--- src/hdl/tar_header_stream_checker_core_macros.svh ---
// ---------------------------------------------------------------------------
// tar header stream checker macros
// assertion helpers shared by the checker rtl, empty for synthesis
// ---------------------------------------------------------------------------
`ifndef TAR_HEADER_STREAM_CHECKER_CORE_MACROS_SVH
`define TAR_HEADER_STREAM_CHECKER_CORE_MACROS_SVH
`ifndef SYNTHESIS
// same-cycle implication, disabled during reset
`define TARHSC_ASSERT_IMP(label, clk, rst_n, ante, cons) \
    label: assert property (@(posedge clk) disable iff (!rst_n) (ante) |-> (cons)) \
        else $error("tarhsc assertion failed");
// next-cycle implication, disabled during reset
`define TARHSC_ASSERT_NXT(label, clk, rst_n, ante, cons) \
    label: assert property (@(posedge clk) disable iff (!rst_n) (ante) |=> (cons)) \
        else $error("tarhsc assertion failed");
`else
`define TARHSC_ASSERT_IMP(label, clk, rst_n, ante, cons)
`define TARHSC_ASSERT_NXT(label, clk, rst_n, ante, cons)
`endif
`endif

--- src/hdl/tarhsc_pkg.sv ---
// ---------------------------------------------------------------------------
// tarhsc_pkg
// types and constants of the tar header stream checker
// ---------------------------------------------------------------------------
package tarhsc_pkg;

    localparam int unsigned RECORD_BYTES = 512;
    localparam int unsigned POS_W        = 9;
    localparam int unsigned SUM_W        = 17;
    localparam int unsigned CHK_W        = 24;
    localparam int unsigned SIZE_W       = 36;
    localparam int unsigned RECS_W       = 28;

    localparam logic [POS_W-1:0] RECORD_LAST = POS_W'(RECORD_BYTES - 1);
    localparam logic [POS_W-1:0] SIZE_FIRST  = 9'd124;
    localparam logic [POS_W-1:0] SIZE_LAST   = 9'd135;
    localparam logic [POS_W-1:0] CHK_FIRST   = 9'd148;
    localparam logic [POS_W-1:0] CHK_LAST    = 9'd155;
    localparam logic [POS_W-1:0] TYPE_POS    = 9'd156;

    localparam logic [SUM_W-1:0] SPACES_SUM  = 17'd256;
    localparam logic [7:0]       CHAR_SPACE  = 8'h20;
    localparam logic [7:0]       CHAR_ZERO   = 8'h30;
    localparam logic [7:0]       CHAR_SEVEN  = 8'h37;

    typedef enum logic [2:0] {
        PH_LEAD   = 3'b001,
        PH_DIGITS = 3'b010,
        PH_DONE   = 3'b100
    } phase_t;

    typedef enum logic [2:0] {
        MODE_HEADER = 3'b001,
        MODE_SKIP   = 3'b010,
        MODE_ENDED  = 3'b100
    } mode_t;

    typedef struct packed {
        logic       vld;
        logic [7:0] data;
    } in_item_t;

    typedef struct packed {
        logic              header_ok;
        logic              regular_file;
        logic [7:0]        entry_type;
        logic [SIZE_W-1:0] entry_size;
        logic [RECS_W-1:0] data_records;
        logic [SUM_W-1:0]  computed_sum;
        logic              archive_end;
    } result_t;

    typedef struct packed {
        logic ended;
        logic skipping;
        logic skip_zero;
    } status_t;

    typedef struct packed {
        phase_t            phase;
        logic [SIZE_W-1:0] acc;
    } oct_t;

    // one octal digit step, spaces skipped only before the first digit
    function automatic oct_t octal_step(phase_t ph, logic [7:0] b, logic [SIZE_W-1:0] acc);
        oct_t r;
        r.phase = ph;
        r.acc   = acc;
        if (!(ph == PH_LEAD && b == CHAR_SPACE)) begin
            if ((ph == PH_LEAD || ph == PH_DIGITS) && (b inside {[CHAR_ZERO:CHAR_SEVEN]})) begin
                r.phase = PH_DIGITS;
                r.acc   = {acc[SIZE_W-4:0], b[2:0]};
            end
            else begin
                r.phase = PH_DONE;
            end
        end
        return r;
    endfunction

endpackage

--- src/hdl/tarhsc_in_stage.sv ---
// ---------------------------------------------------------------------------
// tarhsc_in_stage
// input register for one archive byte
// ---------------------------------------------------------------------------
module tarhsc_in_stage (
    input  logic                clk,
    input  logic                rst_n,
    input  logic                in_valid,
    input  logic [7:0]          archive_byte,
    input  logic                consume,
    output logic                in_stall,
    output tarhsc_pkg::in_item_t item
);

    logic       vld_reg;
    logic       vld_next;
    logic [7:0] data_reg;

    // held byte that cannot move on blocks the port
    assign in_stall = vld_reg && !consume;
    assign vld_next = in_stall ? vld_reg : in_valid;

    always_ff @(posedge clk or negedge rst_n)
    begin
        if (!rst_n)
        begin
            vld_reg <= 1'b0;
        end
        else
        begin
            vld_reg <= vld_next;
        end
    end

    always_ff @(posedge clk)
    begin
        if (in_valid && !in_stall)
        begin
            data_reg <= archive_byte;
        end
    end

    assign item.vld  = vld_reg;
    assign item.data = data_reg;

endmodule

--- src/hdl/tarhsc_parse.sv ---
// ---------------------------------------------------------------------------
// tarhsc_parse
// record walk, header sum and octal field parsing
// ---------------------------------------------------------------------------
module tarhsc_parse (
    input  logic                 clk,
    input  logic                 rst_n,
    input  tarhsc_pkg::in_item_t item,
    input  logic                 out_ready,
    output logic                 consume,
    output logic                 res_fire,
    output tarhsc_pkg::result_t  res,
    output tarhsc_pkg::status_t  status
);

    logic [tarhsc_pkg::POS_W-1:0]  pos_reg,   pos_next;
    logic [tarhsc_pkg::SUM_W-1:0]  sum_reg,   sum_next;
    logic [tarhsc_pkg::CHK_W-1:0]  chk_reg,   chk_next;
    logic [tarhsc_pkg::SIZE_W-1:0] size_reg,  size_next;
    logic [7:0]                    type_reg,  type_next;
    logic [tarhsc_pkg::RECS_W-1:0] skip_reg,  skip_next;
    tarhsc_pkg::phase_t            phase_reg, phase_next;
    tarhsc_pkg::mode_t             mode_reg,  mode_next;

    logic                            produce;
    logic [tarhsc_pkg::SUM_W-1:0]    sum_add;
    logic [tarhsc_pkg::SIZE_W:0]     size_round;
    logic [tarhsc_pkg::RECS_W-1:0]   skip_dec;
    logic                            ok;
    logic                            at_end;
    tarhsc_pkg::phase_t              ph_eff;
    tarhsc_pkg::oct_t                oct;

    assign sum_add    = tarhsc_pkg::SUM_W'(sum_reg + {9'd0, item.data});
    assign size_round = {1'b0, size_reg} + (tarhsc_pkg::SIZE_W+1)'(tarhsc_pkg::RECORD_BYTES - 1);
    assign skip_dec   = skip_reg - tarhsc_pkg::RECS_W'(1);
    assign ok         = {7'd0, sum_add} == chk_reg;
    assign at_end     = sum_add == tarhsc_pkg::SPACES_SUM;
    assign produce    = (mode_reg == tarhsc_pkg::MODE_HEADER) && (pos_reg == tarhsc_pkg::RECORD_LAST);
    assign consume    = item.vld && (!produce || out_ready);
    assign res_fire   = consume && produce;

    // each field restarts its parse at its first byte
    assign ph_eff = (pos_reg == tarhsc_pkg::SIZE_FIRST || pos_reg == tarhsc_pkg::CHK_FIRST)
                  ? tarhsc_pkg::PH_LEAD : phase_reg;
    assign oct    = tarhsc_pkg::octal_step(ph_eff, item.data,
                        (pos_reg <= tarhsc_pkg::SIZE_LAST) ? size_reg
                                                           : {12'd0, chk_reg});

    assign res.header_ok    = ok;
    assign res.regular_file = (type_reg == 8'd0) || (type_reg == tarhsc_pkg::CHAR_ZERO);
    assign res.entry_type   = type_reg;
    assign res.entry_size   = size_reg;
    assign res.data_records = size_round[tarhsc_pkg::SIZE_W:9];
    assign res.computed_sum = sum_add;
    assign res.archive_end  = at_end;

    always_comb
    begin
        pos_next   = pos_reg;
        sum_next   = sum_reg;
        chk_next   = chk_reg;
        size_next  = size_reg;
        type_next  = type_reg;
        skip_next  = skip_reg;
        phase_next = phase_reg;
        mode_next  = mode_reg;
        if (consume)
        begin
            pos_next = pos_reg + tarhsc_pkg::POS_W'(1);
            case (mode_reg)
                tarhsc_pkg::MODE_SKIP:
                begin
                    if (pos_reg == tarhsc_pkg::RECORD_LAST)
                    begin
                        skip_next = skip_dec;
                        if (skip_dec == '0)
                        begin
                            mode_next = tarhsc_pkg::MODE_HEADER;
                        end
                    end
                end
                tarhsc_pkg::MODE_HEADER:
                begin
                    phase_next = ph_eff;
                    if (pos_reg inside {[tarhsc_pkg::SIZE_FIRST:tarhsc_pkg::SIZE_LAST]})
                    begin
                        size_next  = oct.acc;
                        phase_next = oct.phase;
                    end
                    if (pos_reg inside {[tarhsc_pkg::CHK_FIRST:tarhsc_pkg::CHK_LAST]})
                    begin
                        chk_next   = oct.acc[tarhsc_pkg::CHK_W-1:0];
                        phase_next = oct.phase;
                    end
                    else
                    begin
                        sum_next = sum_add;
                    end
                    if (pos_reg == tarhsc_pkg::TYPE_POS)
                    begin
                        type_next = item.data;
                    end
                    if (produce)
                    begin
                        if (at_end)
                        begin
                            mode_next = tarhsc_pkg::MODE_ENDED;
                        end
                        else if (ok && res.data_records != '0)
                        begin
                            skip_next = res.data_records;
                            mode_next = tarhsc_pkg::MODE_SKIP;
                        end
                        sum_next   = tarhsc_pkg::SPACES_SUM;
                        chk_next   = '0;
                        size_next  = '0;
                        type_next  = '0;
                        phase_next = tarhsc_pkg::PH_LEAD;
                    end
                end
                default:
                begin
                end
            endcase
        end
    end

    always_ff @(posedge clk or negedge rst_n)
    begin
        if (!rst_n)
        begin
            pos_reg   <= '0;
            sum_reg   <= tarhsc_pkg::SPACES_SUM;
            chk_reg   <= '0;
            size_reg  <= '0;
            type_reg  <= '0;
            skip_reg  <= '0;
            phase_reg <= tarhsc_pkg::PH_LEAD;
            mode_reg  <= tarhsc_pkg::MODE_HEADER;
        end
        else
        begin
            pos_reg   <= pos_next;
            sum_reg   <= sum_next;
            chk_reg   <= chk_next;
            size_reg  <= size_next;
            type_reg  <= type_next;
            skip_reg  <= skip_next;
            phase_reg <= phase_next;
            mode_reg  <= mode_next;
        end
    end

    assign status.ended     = mode_reg == tarhsc_pkg::MODE_ENDED;
    assign status.skipping  = mode_reg == tarhsc_pkg::MODE_SKIP;
    assign status.skip_zero = skip_reg == '0;

endmodule

--- src/hdl/tarhsc_out_stage.sv ---
// ---------------------------------------------------------------------------
// tarhsc_out_stage
// result register towards the receiver
// ---------------------------------------------------------------------------
module tarhsc_out_stage (
    input  logic                clk,
    input  logic                rst_n,
    input  logic                res_fire,
    input  tarhsc_pkg::result_t res,
    input  logic                out_stall,
    output logic                out_ready,
    output logic                out_valid,
    output tarhsc_pkg::result_t out_res
);

    logic                vld_reg;
    logic                vld_next;
    tarhsc_pkg::result_t res_reg;

    assign out_ready = !vld_reg || !out_stall;
    assign vld_next  = res_fire || (vld_reg && out_stall);

    always_ff @(posedge clk or negedge rst_n)
    begin
        if (!rst_n)
        begin
            vld_reg <= 1'b0;
        end
        else
        begin
            vld_reg <= vld_next;
        end
    end

    always_ff @(posedge clk)
    begin
        if (res_fire)
        begin
            res_reg <= res;
        end
    end

    assign out_valid = vld_reg;
    assign out_res   = res_reg;

endmodule

--- src/hdl/tar_header_stream_checker_core.sv ---
// ---------------------------------------------------------------------------
// tar_header_stream_checker_core
// walks a tar archive byte by byte and checks each header record
// ---------------------------------------------------------------------------
// usage
//   input channel: one archive byte per request on archive_byte, taken at a
//   clock edge with in_valid high and in_stall low
//   output channel: one request per header record, carrying the checksum
//   verdict, type byte, parsed size, data record count, computed sum and
//   the end-of-archive flag, taken with out_valid high and out_stall low
//   throughput: one byte per cycle while in_stall is low, set by the single
//   parse stage between the input register and the result register
//   result: the header request is loaded into the result register as the
//   last byte of the header passes on from the input register
//   data records after a matching header are passed over with no request;
//   after an all-zero record every byte is absorbed until reset
//   reset: record position cleared, walk back in header mode, both
//   registers empty; no clearing pass is needed
//   stall: a waiting result does not block bytes that give no result; only
//   the last byte of the next header waits, and then in_stall rises
// ---------------------------------------------------------------------------
`include "tar_header_stream_checker_core_macros.svh"

module tar_header_stream_checker_core (
    input  logic        clk,
    input  logic        rst_n,
    input  logic        in_valid,
    output logic        in_stall,
    input  logic [7:0]  archive_byte,
    output logic        out_valid,
    input  logic        out_stall,
    output logic        header_ok,
    output logic        regular_file,
    output logic [7:0]  entry_type,
    output logic [35:0] entry_size,
    output logic [27:0] data_records,
    output logic [16:0] computed_sum,
    output logic        archive_end
);

    tarhsc_pkg::in_item_t item;
    tarhsc_pkg::result_t  res;
    tarhsc_pkg::result_t  out_res;
    tarhsc_pkg::status_t  status;
    logic                 consume;
    logic                 res_fire;
    logic                 out_ready;

    // input register
    tarhsc_in_stage u_in (
        .clk          (clk),
        .rst_n        (rst_n),
        .in_valid     (in_valid),
        .archive_byte (archive_byte),
        .consume      (consume),
        .in_stall     (in_stall),
        .item         (item)
    );

    // record walk and header parse
    tarhsc_parse u_parse (
        .clk       (clk),
        .rst_n     (rst_n),
        .item      (item),
        .out_ready (out_ready),
        .consume   (consume),
        .res_fire  (res_fire),
        .res       (res),
        .status    (status)
    );

    // result register
    tarhsc_out_stage u_out (
        .clk       (clk),
        .rst_n     (rst_n),
        .res_fire  (res_fire),
        .res       (res),
        .out_stall (out_stall),
        .out_ready (out_ready),
        .out_valid (out_valid),
        .out_res   (out_res)
    );

    assign header_ok    = out_res.header_ok;
    assign regular_file = out_res.regular_file;
    assign entry_type   = out_res.entry_type;
    assign entry_size   = out_res.entry_size;
    assign data_records = out_res.data_records;
    assign computed_sum = out_res.computed_sum;
    assign archive_end  = out_res.archive_end;

    // no header request once the archive has ended
    `TARHSC_ASSERT_IMP(a_no_result_after_end, clk, rst_n, status.ended, !res_fire)
    // skipping always has records left to pass over
    `TARHSC_ASSERT_IMP(a_skip_count_live, clk, rst_n, status.skipping, !status.skip_zero)
    // a non-empty entry always rounds up to at least one record
    `TARHSC_ASSERT_IMP(a_records_nonzero, clk, rst_n,
        out_valid && (entry_size != 36'd0), data_records != 28'd0)
    // a new header request only replaces a result that has gone
    `TARHSC_ASSERT_IMP(a_no_overwrite, clk, rst_n, res_fire, !out_valid || !out_stall)

endmodule
--- config.mk ---
export PLATFORM = sky130hd
export DESIGN_NAME = tar_header_stream_checker_core
export DESIGN_NICKNAME = d
export VERILOG_FILES = /design/src/hdl/tarhsc_pkg.sv /design/src/hdl/tarhsc_in_stage.sv /design/src/hdl/tarhsc_parse.sv /design/src/hdl/tarhsc_out_stage.sv /design/src/hdl/tar_header_stream_checker_core.sv
export VERILOG_INCLUDE_DIRS = /design/src /design/src/hdl
export SDC_FILE = /design/constraint.sdc
export NUM_CORES = 1
export LEC_CHECK = 0
export ABC_AREA = 1
export BUFFER_PORTS_ARGS = -buffer_cell sky130_fd_sc_hd__buf_2
export CAP_MARGIN = 25
export CORE_MARGIN = 2
export CORE_UTILIZATION = 61
export CTS_CLUSTER_DIAMETER = 150
export DETAILED_ROUTE_END_ITERATION = 8
export PLACE_DENSITY = 0.83
export SYNTH_ARGS = -nofsm -noshare
export SYNTH_HDL_FRONTEND = slang
export SYNTH_SLANG_ARGS = --single-unit
--- constraint.sdc ---
create_clock -name clk -period 5.12 [get_ports clk]
set_input_delay 1.536 -clock clk [delete_from_list [all_inputs] [get_ports clk]]
set_output_delay 1.536 -clock clk [all_outputs]
set_load 0.02 [all_outputs]
Word level (Yosys, flattened, before mapping)
Cells that the tools add are included.
{"block": "classes", "div": 0, "n_addsub": 4, "shift": 0, "n_mux": 27, "reduce_logical": 37, "order_cmp": 6, "bitwise": 0, "mul": 0, "eq_ne": 19}
{"cell": "$mux W36", "count": 4}
{"cell": "$mux W28", "count": 4}
{"cell": "$pmux W28 S2", "count": 1}
{"cell": "$mux W24", "count": 2}
{"cell": "$mux W39", "count": 1}
{"cell": "$add A36 B9 Y37 const B", "count": 1}
{"cell": "$mux W17", "count": 2}
{"cell": "$mux W3", "count": 10}
{"cell": "$logic_not A28 Y1", "count": 1}
{"cell": "$reduce_bool A28 Y1", "count": 1}
{"cell": "$sub A28 B1 Y28 const B", "count": 1}
{"cell": "$eq A17 B24 Y1", "count": 1}
{"cell": "$eq A9 B8 Y1 const B", "count": 2}
{"cell": "$le A9 B8 Y1 const B", "count": 2}
{"cell": "$add A17 B8 Y17", "count": 1}
{"cell": "$eq A17 B9 Y1 const B", "count": 1}
{"cell": "$eq A8 B6 Y1 const B", "count": 2}
{"cell": "$mux W8", "count": 2}
{"cell": "$logic_and A1 B1 Y1", "count": 12}
{"cell": "$reduce_and A3 Y1", "count": 4}
{"cell": "$reduce_and A6 Y1", "count": 2}
{"cell": "$add A9 B1 Y9 const B", "count": 1}
{"cell": "$eq A9 B7 Y1 const B", "count": 1}
{"cell": "$eq A9 B9 Y1 const B", "count": 1}
{"cell": "15 further kinds", "count": 33}
{"block": "totals", "mem_count": 0, "out_inout_bits": 94, "inputBits": 12, "latch_bits": 0, "ff_bits": 230, "romBits": 0, "ram_bits": 0}

Depth between registers and ports, before layout
Gate-level depths: netlist (run 1).
{"block": "depth", "depth_word": 11, "ltp_mapped": 24, "mapped_depth_nobuf": 23}

Cells and area by module
A second synthesis (run 1) with hierarchy kept.
{"block": "unflattened", "hier_cells": 1661, "hier_area_um2": 12938.7}
{"mod": "tarhsc_parse", "instances": 1, "area_each_um2": 9829.4, "seq_area_each_um2": 3206.8, "cells_per_inst": 1549}
{"mod": "tarhsc_out_stage", "instances": 1, "area_each_um2": 2803.9, "seq_area_each_um2": 2787.7, "cells_per_inst": 96}
{"mod": "tarhsc_in_stage", "instances": 1, "area_each_um2": 305.3, "seq_area_each_um2": 265.3, "cells_per_inst": 16}

Worst setup path after synthesis (run 1)
Ideal clock, no wire load.
{"block": "synth_timing", "path_type": "input to register", "startpoint": "input port out_stall", "endpoint": "register u_out.res_reg, in the netlist u_out.out_res[0], enable pin", "path_slack_ps": 962, "t_required_ps": 4674, "setup_ps": 446, "t_arrival_ps": 3712, "cell_stages": 5, "cell_sequence": "nand3_1 -> nand2_1 -> inv_2 -> nand2_1 -> inv_1"}
{"block": "synth_between", "elab_chain_len": 5}
{"element": "from (decl)", "line": "tar_header_stream_checker_core.sv:31", "source": "input logic out_stall,"}
{"element": "$logic_not A1 Y1", "line": "tarhsc_out_stage.sv:20", "source": "assign out_ready = !vld_reg || !out_stall;"}
{"element": "$logic_or A1 B1 Y1", "line": "tarhsc_out_stage.sv:20"}
{"element": "$logic_or A1 B1 Y1", "line": "tarhsc_parse.sv:40", "source": "assign consume = item.vld && (!produce || out_ready);"}
{"element": "$logic_and A1 B1 Y1", "line": "tarhsc_parse.sv:40"}
{"element": "$logic_and A1 B1 Y1", "line": "tarhsc_parse.sv:41", "source": "assign res_fire = consume && produce;"}
{"element": "net res_fire", "line": "tar_header_stream_checker_core.sv:46", "source": "logic res_fire;"}
{"element": "to (signal assigned)", "line": "tarhsc_out_stage.sv:39", "source": "res_reg <= res;"}
{"element": "to (decl)", "line": "tarhsc_out_stage.sv:18", "source": "tarhsc_pkg::result_t res_reg;"}
The timed path passes the listed nets, and every way through them passes these cells.
A chain may end at the register's enable or synchronous reset.

Final worst setup path (run 1)
{"block": "layout_timing", "startpoint": "register u_parse.pos_reg[3] in the netlist's numbering", "endpoint": "output port in_stall"}
{"block": "layout_between", "elab_chain_len": 7}
{"element": "from (decl)", "line": "tarhsc_parse.sv:16", "source": "logic [tarhsc_pkg::POS_W-1:0] pos_reg, pos_next;"}
{"element": "from (signal assigned)", "line": "tarhsc_parse.sv:144", "source": "pos_reg <= pos_next;"}
{"element": "$eq A9 B9 Y1", "line": "tarhsc_parse.sv:39", "source": "assign produce = (mode_reg == tarhsc_pkg::MODE_HEADER) && (pos_reg == tarhsc_pkg::RECORD_LAST);"}
{"element": "$logic_and A1 B1 Y1", "line": "tarhsc_parse.sv:39"}
{"element": "$logic_not A1 Y1", "line": "tarhsc_parse.sv:40"}
{"element": "$logic_or A1 B1 Y1", "line": "tarhsc_parse.sv:40"}
{"element": "$logic_and A1 B1 Y1", "line": "tarhsc_parse.sv:40"}
{"element": "$logic_not A1 Y1", "line": "tarhsc_in_stage.sv:20", "source": "assign in_stall = vld_reg && !consume;"}
{"element": "$logic_and A1 B1 Y1", "line": "tarhsc_in_stage.sv:20"}
{"element": "to (decl)", "line": "tar_header_stream_checker_core.sv:28", "source": "output logic in_stall,"}
Every way passes these cells.

==> results.py, run 1 <==
metrics = {
    "clocking": {
        "clockBufferDepth": 3,
        "post_cts_resized": 0,
        "cts_sinks": 230,
        "path_clk_slew_ns": 0.06,
        "h-tree-depth": 1,
        "holdBufCountCts": 0,
        "clk_latency_ns": 0.55,
        "clock-root-buffer": "clkbuf_16",
        "postCtsSetupRepairBufs": 0,
        "cts_tree": "built",
        "numCtsBuffers": 25,
    },
    "power_and_ir_drop": {
        "powerDensity_nw_per_um2": 311,
        "pwr-share-seq_pct": 43.9,
        "pwr-share-clk_pct": 45.1,
        "switching_share_pct": 25.9,
        "p_sw_mw": 1.18,
        "p_comb_share_pct": 11.0,
        "internal_power_mw": 3.37,
        "vdd_drop_max_v": 0.000334,
        "leakage_nw": 7.19,
    },
    "cells_and_area": {
        "nets": 1783,
        "layoutNonFillerInstCount": 2051,
        "seq_area_um2": 6260,
        "largest_register_ffs": 92,
        "syn_to_final_growth_pct": 12.9,
        "multi_input_area_um2": 5720,
        "fillers": 1756,
        "diodes": 0,
        "drive_gt1_share_pct": 12.7,
    },
    "route": {
        "vias_per_cell": 5.68,
        "finalWirelength_um": 35000,
        "drc": 0,
        "wl_per_cell_um": 17.1,
        "first_pass_iters": 6,
        "vias": 11700,
        "antenna_left": 0,
        "drt_iter0_markers": 1073,
    },
    "sta": {
        "fin_crit_sh_pct": 82.9,
        "setup_viol": 0,
        "tns_ns": 0,
        "hold_violations": 0,
        "max_freq_mhz": 235,
        "tightestPinTransition_ns": 0.898,
        "rsz0062_at_grt": "no",
        "final_max_slew_viol_count": 0,
        "fin_crit_ns": 4.25,
        "setup_ws_ns": 0.873,
        "slew_headroom_pct": 39.8,
        "clock_skew_ns": 0.0190,
    },
    "yosys": {
        "synth_edf_count": 100,
        "ys_ff_latch": 230,
        "synthTopCellsByArea": "dfrtp_1, edfxtp_1, nand2_1, nand3_1, o21ai_0",
        "synth.net_count": 1687,
        "netlist_instances": 1661,
        "syn_area_um2": 12900,
        "async_flop_share_pct": 56.5,
        "yosys_warnings": 0,
        "ys_seq_area_share_pct": 48.5,
        "ys.flop_type": "dfrtp_1",
        "syn_avg_cell_area_um2": 7.78,
        "synth_cell_types": 49,
        "yosysTopAreaCell": "dfrtp_1",
        "synth_top_cell_area_share_pct": 24.6,
    },
    "worst_setup_path": {
        "start_kind": "register",
        "crit_required_ns": 3.58,
        "end_kind": "primary output",
        "crit_fanout": 6,
        "critPathKind": "register to primary output",
        "arrival_ns": 2.71,
    },
    "grt": {
        "grt.total_usage_pct": 32.3,
        "antenna_found_initial": 0,
        "grt_pass1_wl_um": 57100,
        "first_global_vias": 11300,
        "grt_max_degree": 95,
        "gr-total-overflow": 0,
    },
    "floorplanning": {
        "dieArea_um2": 22400,
        "core-area_um2": 20900,
        "std_cell_rows": 53,
        "die_x_um": 150,
        "die_h_um": 150,
        "start_util_pct": 61.9,
        "floorplan.io_pins": 106,
    },
    "min_path": {
        "hp-class": "register to register",
    },
    "placed_design": {
        "place_worst_setup_slack_ns": 1.27,
        "hpwlAfterDp_um": 25800,
        "port_buffers": 105,
        "dp.cells": 2005,
        "gp_congestion": 0.979,
    },
    "run_status": {
        "outcome": "finished clean",
    },
    "job": {
        "drv_cap": 0,
    },
}
## cells in the mapped netlist (all sizes together), types with 2 or more instances
library cell and count:
a211oi 2, a21oi 8, a31oi 6, and2 2
buf 23, clkbuf 22, clkinv 2, dfrtp 127
dfstp 3, edfxtp 100, ha 13, inv 185
nand2 558, nand3 167, nand3b 3, nand4 23
nor2 178, nor3 20, nor4 5, o211ai 2
o21ai 142, o22ai 11, o31ai 4, xnor2 14
xor2 32
## layout by cell type, fill, tap and decap left out, drive strengths merged
cell type and count:
a2bb2oi 1, o21ai 142, o32ai 1, inv 188, o22a 1, o211a 1, nand4 23, a31oi 6
nor2 178, clkinv 8, xnor3 1, ha 13, o22ai 11, o2111ai 1, edfxtp 100, and2 2
xor2 32, dfrtp 127, a32o 1, fa 1, o211ai 2, bufinv 6, buf 114, and3 1
nand3b 3, a211oi 2, nor4 5, nor3 20, dfstp 3, nand3 167, clkinvlp 3, a21oi 8
xnor2 14, clkbuf 28, nand2 558, o31ai 4
## kinds of logic after synthesis
| family | Yosys count | share of synthesized area [%] |
|---|---|---|
| AND/OR/NAND/NOR | 957 | 31.8 |
| buffers and inverters | 232 | 7.41 |
| flip-flops | 230 | 48.5 |
| AO/OA/AOI/OAI | 181 | 7.55 |
| XOR/XNOR | 47 | 3.35 |
| adder cells (fa/ha/maj) | 14 | 1.41 |
## worst max-delay path, cell delays in order, from the launching register on
cell,delay (ns)
dfrtp_1,0.42
nand2_1,0.10
inv_1,0.10
nand2_1,0.08
nor3_1,0.14
inv_1,0.08
nor2_1,0.11
ha_1,0.27
inv_1,0.16
nor2_4,0.26
nand3_1,0.14
nor2_1,0.14
buf_2,0.18
## routing by layer
layer / vias to the layer above / global-route usage [%] / wire length (um)
met3: 116 / 3.78 / 2430
met1: 5429 / 42.0 / 14200
li1: 5598 / - / -
met2: 509 / 54.2 / 16600
met5: - / 0 / 0
met4: 0 / 15.2 / 1810
## power groups by stage
| stage | clock [mW] | combinational (mW) | sequential, mW |
|---|---|---|---|
| after floorplan | 0 | 0.362 | 2.02 |
| after global placement | 0 | 0.475 | 2.03 |
| after detailed placement | 0 | 0.484 | 2.03 |
| after CTS | 2.07 | 0.495 | 1.99 |
| after global routing | 2.15 | 0.567 | 2.00 |
| final | 2.05 | 0.499 | 2.00 |
## path summary, 6_finish.rpt
kind	from	end	slack (ns)	depth (start not counted)
hold / removal	u_parse.type_reg[4]	u_out.out_res[86]	0.48	0
setup / recovery	u_parse.pos_reg[3]	in_stall	0.87	12
min in group asynchronous	rst_n	u_parse.skip_reg[25]	0.97	1
max in group asynchronous	rst_n	u_parse.sum_reg[4]	3.23	2
setup reg to reg	u_parse.pos_reg[3]	u_parse.skip_reg[3]	1.41	17
hold reg to reg	u_parse.type_reg[4]	u_out.out_res[86]	0.48	0
## cell type report
| type | count | share of cell area, % |
|---|---|---|
| multi-input combinational | 1199 | 39.2 |
| clock inverter | 18 | 1.92 |
| sequential | 230 | 42.9 |
| inverter | 187 | 4.82 |
| tap | 275 | 2.36 |
| timing repair buffer | 114 | 4.25 |
| clock buffer | 28 | 4.57 |
## per-stage QoR
step | instance area (um2) | utilization, % | hold WS [ns] | total power, mW
after floorplan | 12900 | - | 0.425 | 2.38
after global placement | 13600 | 65.3 | 0.436 | 2.50
after detailed placement | 13600 | 65.3 | 0.444 | 2.52
after CTS | 14600 | 69.8 | 0.476 | 4.56
after global routing | 14600 | 69.8 | 0.490 | 4.71
final | 14600 | 69.8 | 0.482 | 4.54
(Power assumes the default switching activity.)
==> run 2, diff against run 1 <==
--- a/config.mk
+++ b/config.mk
@@ -6,14 +6,14 @@
 export SDC_FILE = /design/constraint.sdc
 export NUM_CORES = 1
 export LEC_CHECK = 0
-export ABC_AREA = 1
+export ABC_AREA = 0
 export BUFFER_PORTS_ARGS = -buffer_cell sky130_fd_sc_hd__buf_2
 export CAP_MARGIN = 25
 export CORE_MARGIN = 2
-export CORE_UTILIZATION = 61
+export CORE_UTILIZATION = 60
 export CTS_CLUSTER_DIAMETER = 150
 export DETAILED_ROUTE_END_ITERATION = 8
-export PLACE_DENSITY = 0.83
+export PLACE_DENSITY = 0.82
 export SYNTH_ARGS = -nofsm -noshare
 export SYNTH_HDL_FRONTEND = slang
 export SYNTH_SLANG_ARGS = --single-unit
==> constraint.sdc (replaced) <==
create_clock -name clk -period 4.3 [get_ports clk]
set_input_delay 1.29 -clock clk [delete_from_list [all_inputs] [get_ports clk]]
set_output_delay 1.29 -clock clk [all_outputs]
set_load 0.02 [all_outputs]
==> run 2 against run 1 <==
Effect of this change:
- clock-buffer cell count increased by 8
- global-route usage shrank 2.7 points
- flip-flop and latch count unchanged
- worst hold slack gained 0.0064 ns
- sequential power increased by 19%
- largest power group is now sequential cells
- power rose by 4.4%
- critical path depth is 2 higher
- routed wire length down 13%
- final cell count down 25%
- synthesized cell count down 30%
- setup slack got worse by 0.72 ns
- critical path type is now register to register
- core utilization decreased by 0.31 points
==> results.py, run 2 <==
metrics = {
    "yosys": {
        "yosysTopAreaCell": "dfrtp_1",
        "synth_top_cell_area_share_pct": 26.8,
        "yosys_warnings": 0,
        "synthTopCellsByArea": "dfrtp_1, edfxtp_1, nand2_1, o21ai_0, xnor2_1",
        "netlist_instances": 1156,
        "synth_cell_types": 80,
        "yosysMostFrequentCell": "nand2_1",
        "yosys-top-cells-count": "nand2_1, dfrtp_1, edfxtp_1, o21ai_0, nor2_1",
        "syn_avg_cell_area_um2": 10.3,
        "syn_area_um2": 11900,
        "async_flop_share_pct": 56.5,
        "synth_edf_count": 100,
        "ys_ff_latch": 230,
        "ys.flop_type": "dfrtp_1",
        "ys_seq_area_share_pct": 52.7,
        "synth.net_count": 1182,
    },
    "sta": {
        "clock_skew_ns": 0.0147,
        "tightestPinTransition_ns": 1.01,
        "setup_viol": 0,
        "slew_headroom_pct": 31.9,
        "final_max_slew_viol_count": 0,
        "rsz0062_at_grt": "yes",
        "fin_crit_sh_pct": 96.5,
        "hold_violations": 0,
        "tns_ns": 0,
        "fin_crit_ns": 4.15,
        "max_freq_mhz": 241,
    },
    "grt": {
        "grt_pass1_wl_um": 48400,
        "first_global_vias": 8861,
        "grt.total_usage_pct": 29.6,
        "gr-total-overflow": 0,
        "grt_max_degree": 60,
        "antenna_found_initial": 0,
    },
    "clocking": {
        "clockBufferDepth": 3,
        "path_clk_slew_ns": 0.06,
        "post_cts_resized": 0,
        "cts_sinks": 230,
        "cts_tree": "built",
        "clk_latency_ns": 0.53,
        "holdBufCountCts": 0,
        "postCtsSetupRepairBufs": 0,
        "numCtsBuffers": 25,
        "clock-root-buffer": "clkbuf_16",
        "h-tree-depth": 1,
    },
    "worst_setup_path": {
        "critPathKind": "register to register",
        "arrival_ns": 4.52,
        "slowest_delay_ns": 0.56,
        "crit_fanout": 15,
        "cpMaxStageDelayCell": "or4_1",
        "crit_family": "simple AND/OR/NAND/NOR gates",
        "crit_required_ns": 4.67,
        "path_common_cell": "nand4_1",
        "start_kind": "register",
        "end_kind": "register",
        "path_cells": "ha_1, inv_1, fa_1, xnor2_2, xnor2_1, nand4_1, nor3_1, nand4_1, or4_1, and4bb_1, and3_4, buf_4, mux2i_1, a21oi_1",
        "worst-path-buf-inv": 2,
    },
    "cells_and_area": {
        "diodes": 0,
        "seq_area_um2": 6260,
        "drive_gt1_share_pct": 17.7,
        "multi_input_area_um2": 5200,
        "syn_to_final_growth_pct": 13.9,
        "final_common_cell": "nand2_1",
        "largest_register_ffs": 92,
        "finish.instance_area_um2": 13500,
        "fillers": 1449,
        "final_cell_mix": "nand2_1, dfrtp_1, buf_2",
        "nets": 1277,
    },
    "min_path": {
        "hp-class": "register to register",
    },
    "power_and_ir_drop": {
        "leakage_nw": 5.99,
        "powerDensity_nw_per_um2": 350,
        "p_total_mw": 4.74,
        "vdd_drop_max_v": 0.000261,
    },
    "route": {
        "first_pass_iters": 5,
        "wl_per_cell_um": 19.9,
        "finalWirelength_um": 30500,
        "vias": 9630,
        "vias_per_cell": 6.27,
        "antenna_left": 0,
        "drc": 0,
        "drt_iter0_markers": 988,
    },
    "floorplanning": {
        "start_util_pct": 61.0,
        "floorplan.io_pins": 106,
        "die_h_um": 145,
        "die_x_um": 145,
        "core-area_um2": 19500,
        "dieArea_um2": 20900,
        "std_cell_rows": 51,
    },
    "run_status": {
        "outcome": "finished clean",
    },
    "placed_design": {
        "gp_congestion": 0.943,
        "port_buffers": 105,
        "postPlaceCellArea_um2": 12700,
        "hpwlAfterDp_um": 20500,
    },
    "job": {
        "drv_cap": 0,
    },
}
[run 2: layout make-up]
cell class | count | area share, %
sequential | 230 | 46.3
multi-input combinational | 827 | 38.4
timing repair buffer | 140 | 5.90
clock buffer | 36 | 5.22
tap | 265 | 2.45
clock inverter | 10 | 0.961
inverter | 27 | 0.777
[run 2: path summary, 6_finish.rpt]
| kind | startpoint | slack (ns) | cells after the start | end |
|---|---|---|---|---|
| setup / recovery | u_in.data_reg[0] | 0.15 | 14 | u_parse.skip_reg[18] |
| hold / removal | u_parse.type_reg[7] | 0.49 | 0 | u_out.out_res[89] |
| setup reg to reg | u_in.data_reg[0] | 0.15 | 14 | u_parse.skip_reg[18] |
| hold reg to reg | u_parse.type_reg[7] | 0.49 | 0 | u_out.out_res[89] |
| max in group asynchronous | rst_n | 2.60 | 2 | u_parse.size_reg[30] |
| min in group asynchronous | rst_n | 0.84 | 1 | u_parse.size_reg[2] |
[run 2: where the power goes]
part | internal [mW] | leakage, nW | switching, mW
Combinational | 0.0740 | 2.68 | 0.113
Sequential | 2.32 | 2.90 | 0.0487
Clock | 1.32 | 0.409 | 0.866
[run 2: per-layer routing]
layer	GRT usage (%)	up-vias	part of all wire (%)	wire [um]
li1	-	4404	-	-
met1	44.0	4674	43	13100
met2	46.4	502	47	14200
met3	4.64	50	8.5	2610
met4	6.80	0	1.9	567
met5	0	-	0	0
[run 2: cell families (layout without fill, tap and decap cells)]
family | after synthesis | after routing | synth area share, %
buffers and inverters | 99 | 213 | 3.82
and+or+nand+nor | 424 | 424 | 17.4
DFF | 230 | 230 | 52.7
muxes | 45 | 45 | 3.99
adders and majority gates | 14 | 14 | 1.54
AOI/OAI and AO/OA | 271 | 271 | 14.8
xor gates and xnor gates | 73 | 73 | 5.73
[run 2: per-stage QoR]
step | instances | worst slack [ns] | hold WS, ns | util [%]
floorplan | 1156 | 0.0423 | 0.423 | -
finish | 1535 | 0.151 | 0.488 | 69.5
global placement | 1487 | 0.210 | 0.464 | 65.1
detailed placement | 1488 | 0.118 | 0.472 | 65.1
CTS | 1534 | 0.104 | 0.486 | 69.4
global route | 1535 | -0.0150 | 0.500 | 69.5
==> run 3, diff against run 2 <==
--- a/config.mk
+++ b/config.mk
@@ -10,10 +10,10 @@
 export BUFFER_PORTS_ARGS = -buffer_cell sky130_fd_sc_hd__buf_2
 export CAP_MARGIN = 25
 export CORE_MARGIN = 2
-export CORE_UTILIZATION = 60
+export CORE_UTILIZATION = 54
 export CTS_CLUSTER_DIAMETER = 150
 export DETAILED_ROUTE_END_ITERATION = 8
-export PLACE_DENSITY = 0.82
+export PLACE_DENSITY = 0.78
 export SYNTH_ARGS = -nofsm -noshare
 export SYNTH_HDL_FRONTEND = slang
 export SYNTH_SLANG_ARGS = --single-unit
==> constraint.sdc (replaced) <==
create_clock -name clk -period 3.7 [get_ports clk]
set_input_delay 1.11 -clock clk [delete_from_list [all_inputs] [get_ports clk]]
set_output_delay 1.11 -clock clk [all_outputs]
set_load 0.02 [all_outputs]
==> run 3 against run 2 <==
Effect of this change:
- the flow now finishes with violations (negative setup slack)
- critical path type unchanged
- routed wire length up 2.6%
- clock power up 11%
- final cell count up 5.6%
- maximum frequency up 9.4%
- first-iteration DRC count down 22%
- highest routed layer unchanged
- worst hold slack worse by 0.0089 ns
- register-to-register slack worse by 0.24 ns
- combinational power up 39%
- power up 15%
- clock skew down 0.0023 ns
- global-route usage down 3.3 points
==> results.py, run 3 (synthesis gave the netlist of run 2 again) <==
metrics = {
    "floorplanning": {
        "start_util_pct": 54.8,
        "die_h_um": 152,
        "floorplan.io_pins": 106,
        "dieArea_um2": 23200,
        "std_cell_rows": 54,
        "core-area_um2": 21700,
        "die_x_um": 152,
    },
    "clocking": {
        "numCtsBuffers": 24,
        "path_clk_slew_ns": 0.06,
        "h-tree-depth": 1,
        "cts_sinks": 230,
        "holdBufCountCts": 0,
        "clock-root-buffer": "clkbuf_16",
        "clockBufferDepth": 3,
        "clk_latency_ns": 0.52,
        "cts_tree": "built",
    },
    "sta": {
        "rsz0062_at_grt": "yes",
        "final_max_slew_viol_count": 0,
        "max_freq_mhz": 264,
        "tightestPinTransition_ns": 1.00,
        "fin_crit_sh_pct": 102,
        "setup_viol": 9,
        "fin_crit_ns": 3.79,
        "slew_headroom_pct": 32.5,
        "fin_hold_ws_ns": 0.479,
        "tns_ns": -0.524,
        "clock_skew_ns": 0.0124,
        "setup_ws_ns": -0.0914,
        "hold_violations": 0,
    },
    "cells_and_area": {
        "drive_gt1_share_pct": 24.4,
        "largest_register_ffs": 92,
        "final_common_cell": "nand2_1",
        "nets": 1349,
        "post-route-util_pct": 66.1,
        "finish.instance_area_um2": 14300,
        "diodes": 0,
        "fillers": 1649,
        "layoutNonFillerInstCount": 1621,
        "syn_to_final_growth_pct": 20.7,
        "final_cell_mix": "nand2_1, dfrtp_1, buf_2",
    },
    "placed_design": {
        "postPlaceCellArea_um2": 13300,
        "hpwlAfterDp_um": 21800,
        "port_buffers": 105,
        "gp_congestion": 0.960,
        "place_worst_setup_slack_ns": -0.290,
        "dp.cells": 1569,
    },
    "grt": {
        "antenna_found_initial": 0,
        "gr-total-overflow": 0,
        "first_global_vias": 9354,
        "grt.total_usage_pct": 26.3,
        "grt_max_degree": 49,
        "grt_pass1_wl_um": 49800,
    },
    "run_status": {
        "violations": "negative setup slack",
        "outcome": "complete, but fails checks",
    },
    "power_and_ir_drop": {
        "leakage_nw": 6.41,
        "switching_share_pct": 21.7,
        "pwr-share-seq_pct": 50.6,
        "p_total_mw": 5.45,
        "pwr-share-clk_pct": 44.7,
        "internal_power_mw": 4.27,
        "p_comb_share_pct": 4.8,
        "p_sw_mw": 1.18,
        "powerDensity_nw_per_um2": 380,
        "vdd_drop_max_v": 0.000209,
    },
    "worst_setup_path": {
        "path_cells": "ha_1, o211a_1, a211oi_1, buf_4, o311ai_0, o21ai_1, or4b_1, or4b_4, and3_4, buf_8, a41o_1, a21o_1",
        "start_kind": "register",
        "crit_fanout": 8,
        "critPathKind": "register to register",
        "arrival_ns": 4.20,
        "crit_required_ns": 4.10,
        "slowest_delay_ns": 0.59,
        "cpMaxStageDelayCell": "or4b_1",
        "end_kind": "register",
    },
    "route": {
        "drc": 0,
        "wl_per_cell_um": 19.3,
        "finalWirelength_um": 31300,
        "vias_per_cell": 5.95,
        "first_pass_iters": 6,
        "antenna_left": 0,
        "vias": 9648,
        "drt_iter0_markers": 767,
    },
    "job": {
        "drv_cap": 0,
    },
    "min_path": {
        "hp-class": "register to register",
    },
}
## run 3: cell count changes in the layout (fill, tap and decap cells not counted), sizes merged
cell	delta
clkinvlp	-1
clkbuf	-4
bufinv	-1
clkinv	+4
inv	-1
buf	+74
## run 3: routing by layer
| layer | share of wire (%) | vias to the layer above | global-route usage, % |
|---|---|---|---|
| li1 | - | 4545 | - |
| met4 | 3.0 | 0 | 8.86 |
| met5 | 0 | - | 0 |
| met2 | 46 | 393 | 41.9 |
| met3 | 6.7 | 71 | 3.41 |
| met1 | 44 | 4639 | 37.7 |
## run 3: worst max-delay path: cells and delay by family, from the launching register on
family	cells	cell delay [ns]
AOI/OAI and AO/OA	6	1.24
adders and majority gates	1	0.36
DFF	1	0.41
buffers and inverters	2	0.31
and+or+nand+nor	3	1.36
## run 3: area by class of cell
type / count / area [um2] / share of cell area [%]
Timing Repair Buffer: 213 / 1410 / 9.81
Clock inverter: 11 / 103 / 0.715
Sequential cell: 230 / 6260 / 43.7
Clock buffer: 33 / 697 / 4.86
Multi-Input combinational cell: 827 / 5420 / 37.8
Inverter: 27 / 105 / 0.733
Tap cell: 280 / 350 / 2.44
## run 3: power by group through the flow
| stage | clock, mW | combinational [mW] | sequential, mW |
|---|---|---|---|
| after floorplan | 0 | 0.148 | 2.79 |
| after global placement | 0 | 0.239 | 2.80 |
| after detailed placement | 0 | 0.249 | 2.80 |
| after CTS | 2.47 | 0.254 | 2.75 |
| after global routing | 2.56 | 0.288 | 2.76 |
| final | 2.43 | 0.259 | 2.76 |
## run 3: final timing paths
kind                                     start                   end  slack [ns]  depth (start not counted)
max                           u_in.data_reg[2]   u_parse.skip_reg[6]       -0.09                         12
max in group asynchronous                rst_n  u_parse.phase_reg[0]        2.40                          2
max reg2reg                   u_in.data_reg[2]   u_parse.skip_reg[6]       -0.09                         12
min                        u_parse.type_reg[7]     u_out.out_res[89]        0.48                          0
min in group asynchronous                rst_n   u_parse.sum_reg[12]        0.59                          1
min reg2reg                u_parse.type_reg[7]     u_out.out_res[89]        0.48                          0
## run 3: what timing repair did
item                                    in CTS  in global routing
pin swaps                                   13                 11
buffers inserted                             5                  3
endpoints found under the setup margin      30                 28
resized for setup                           24                 11
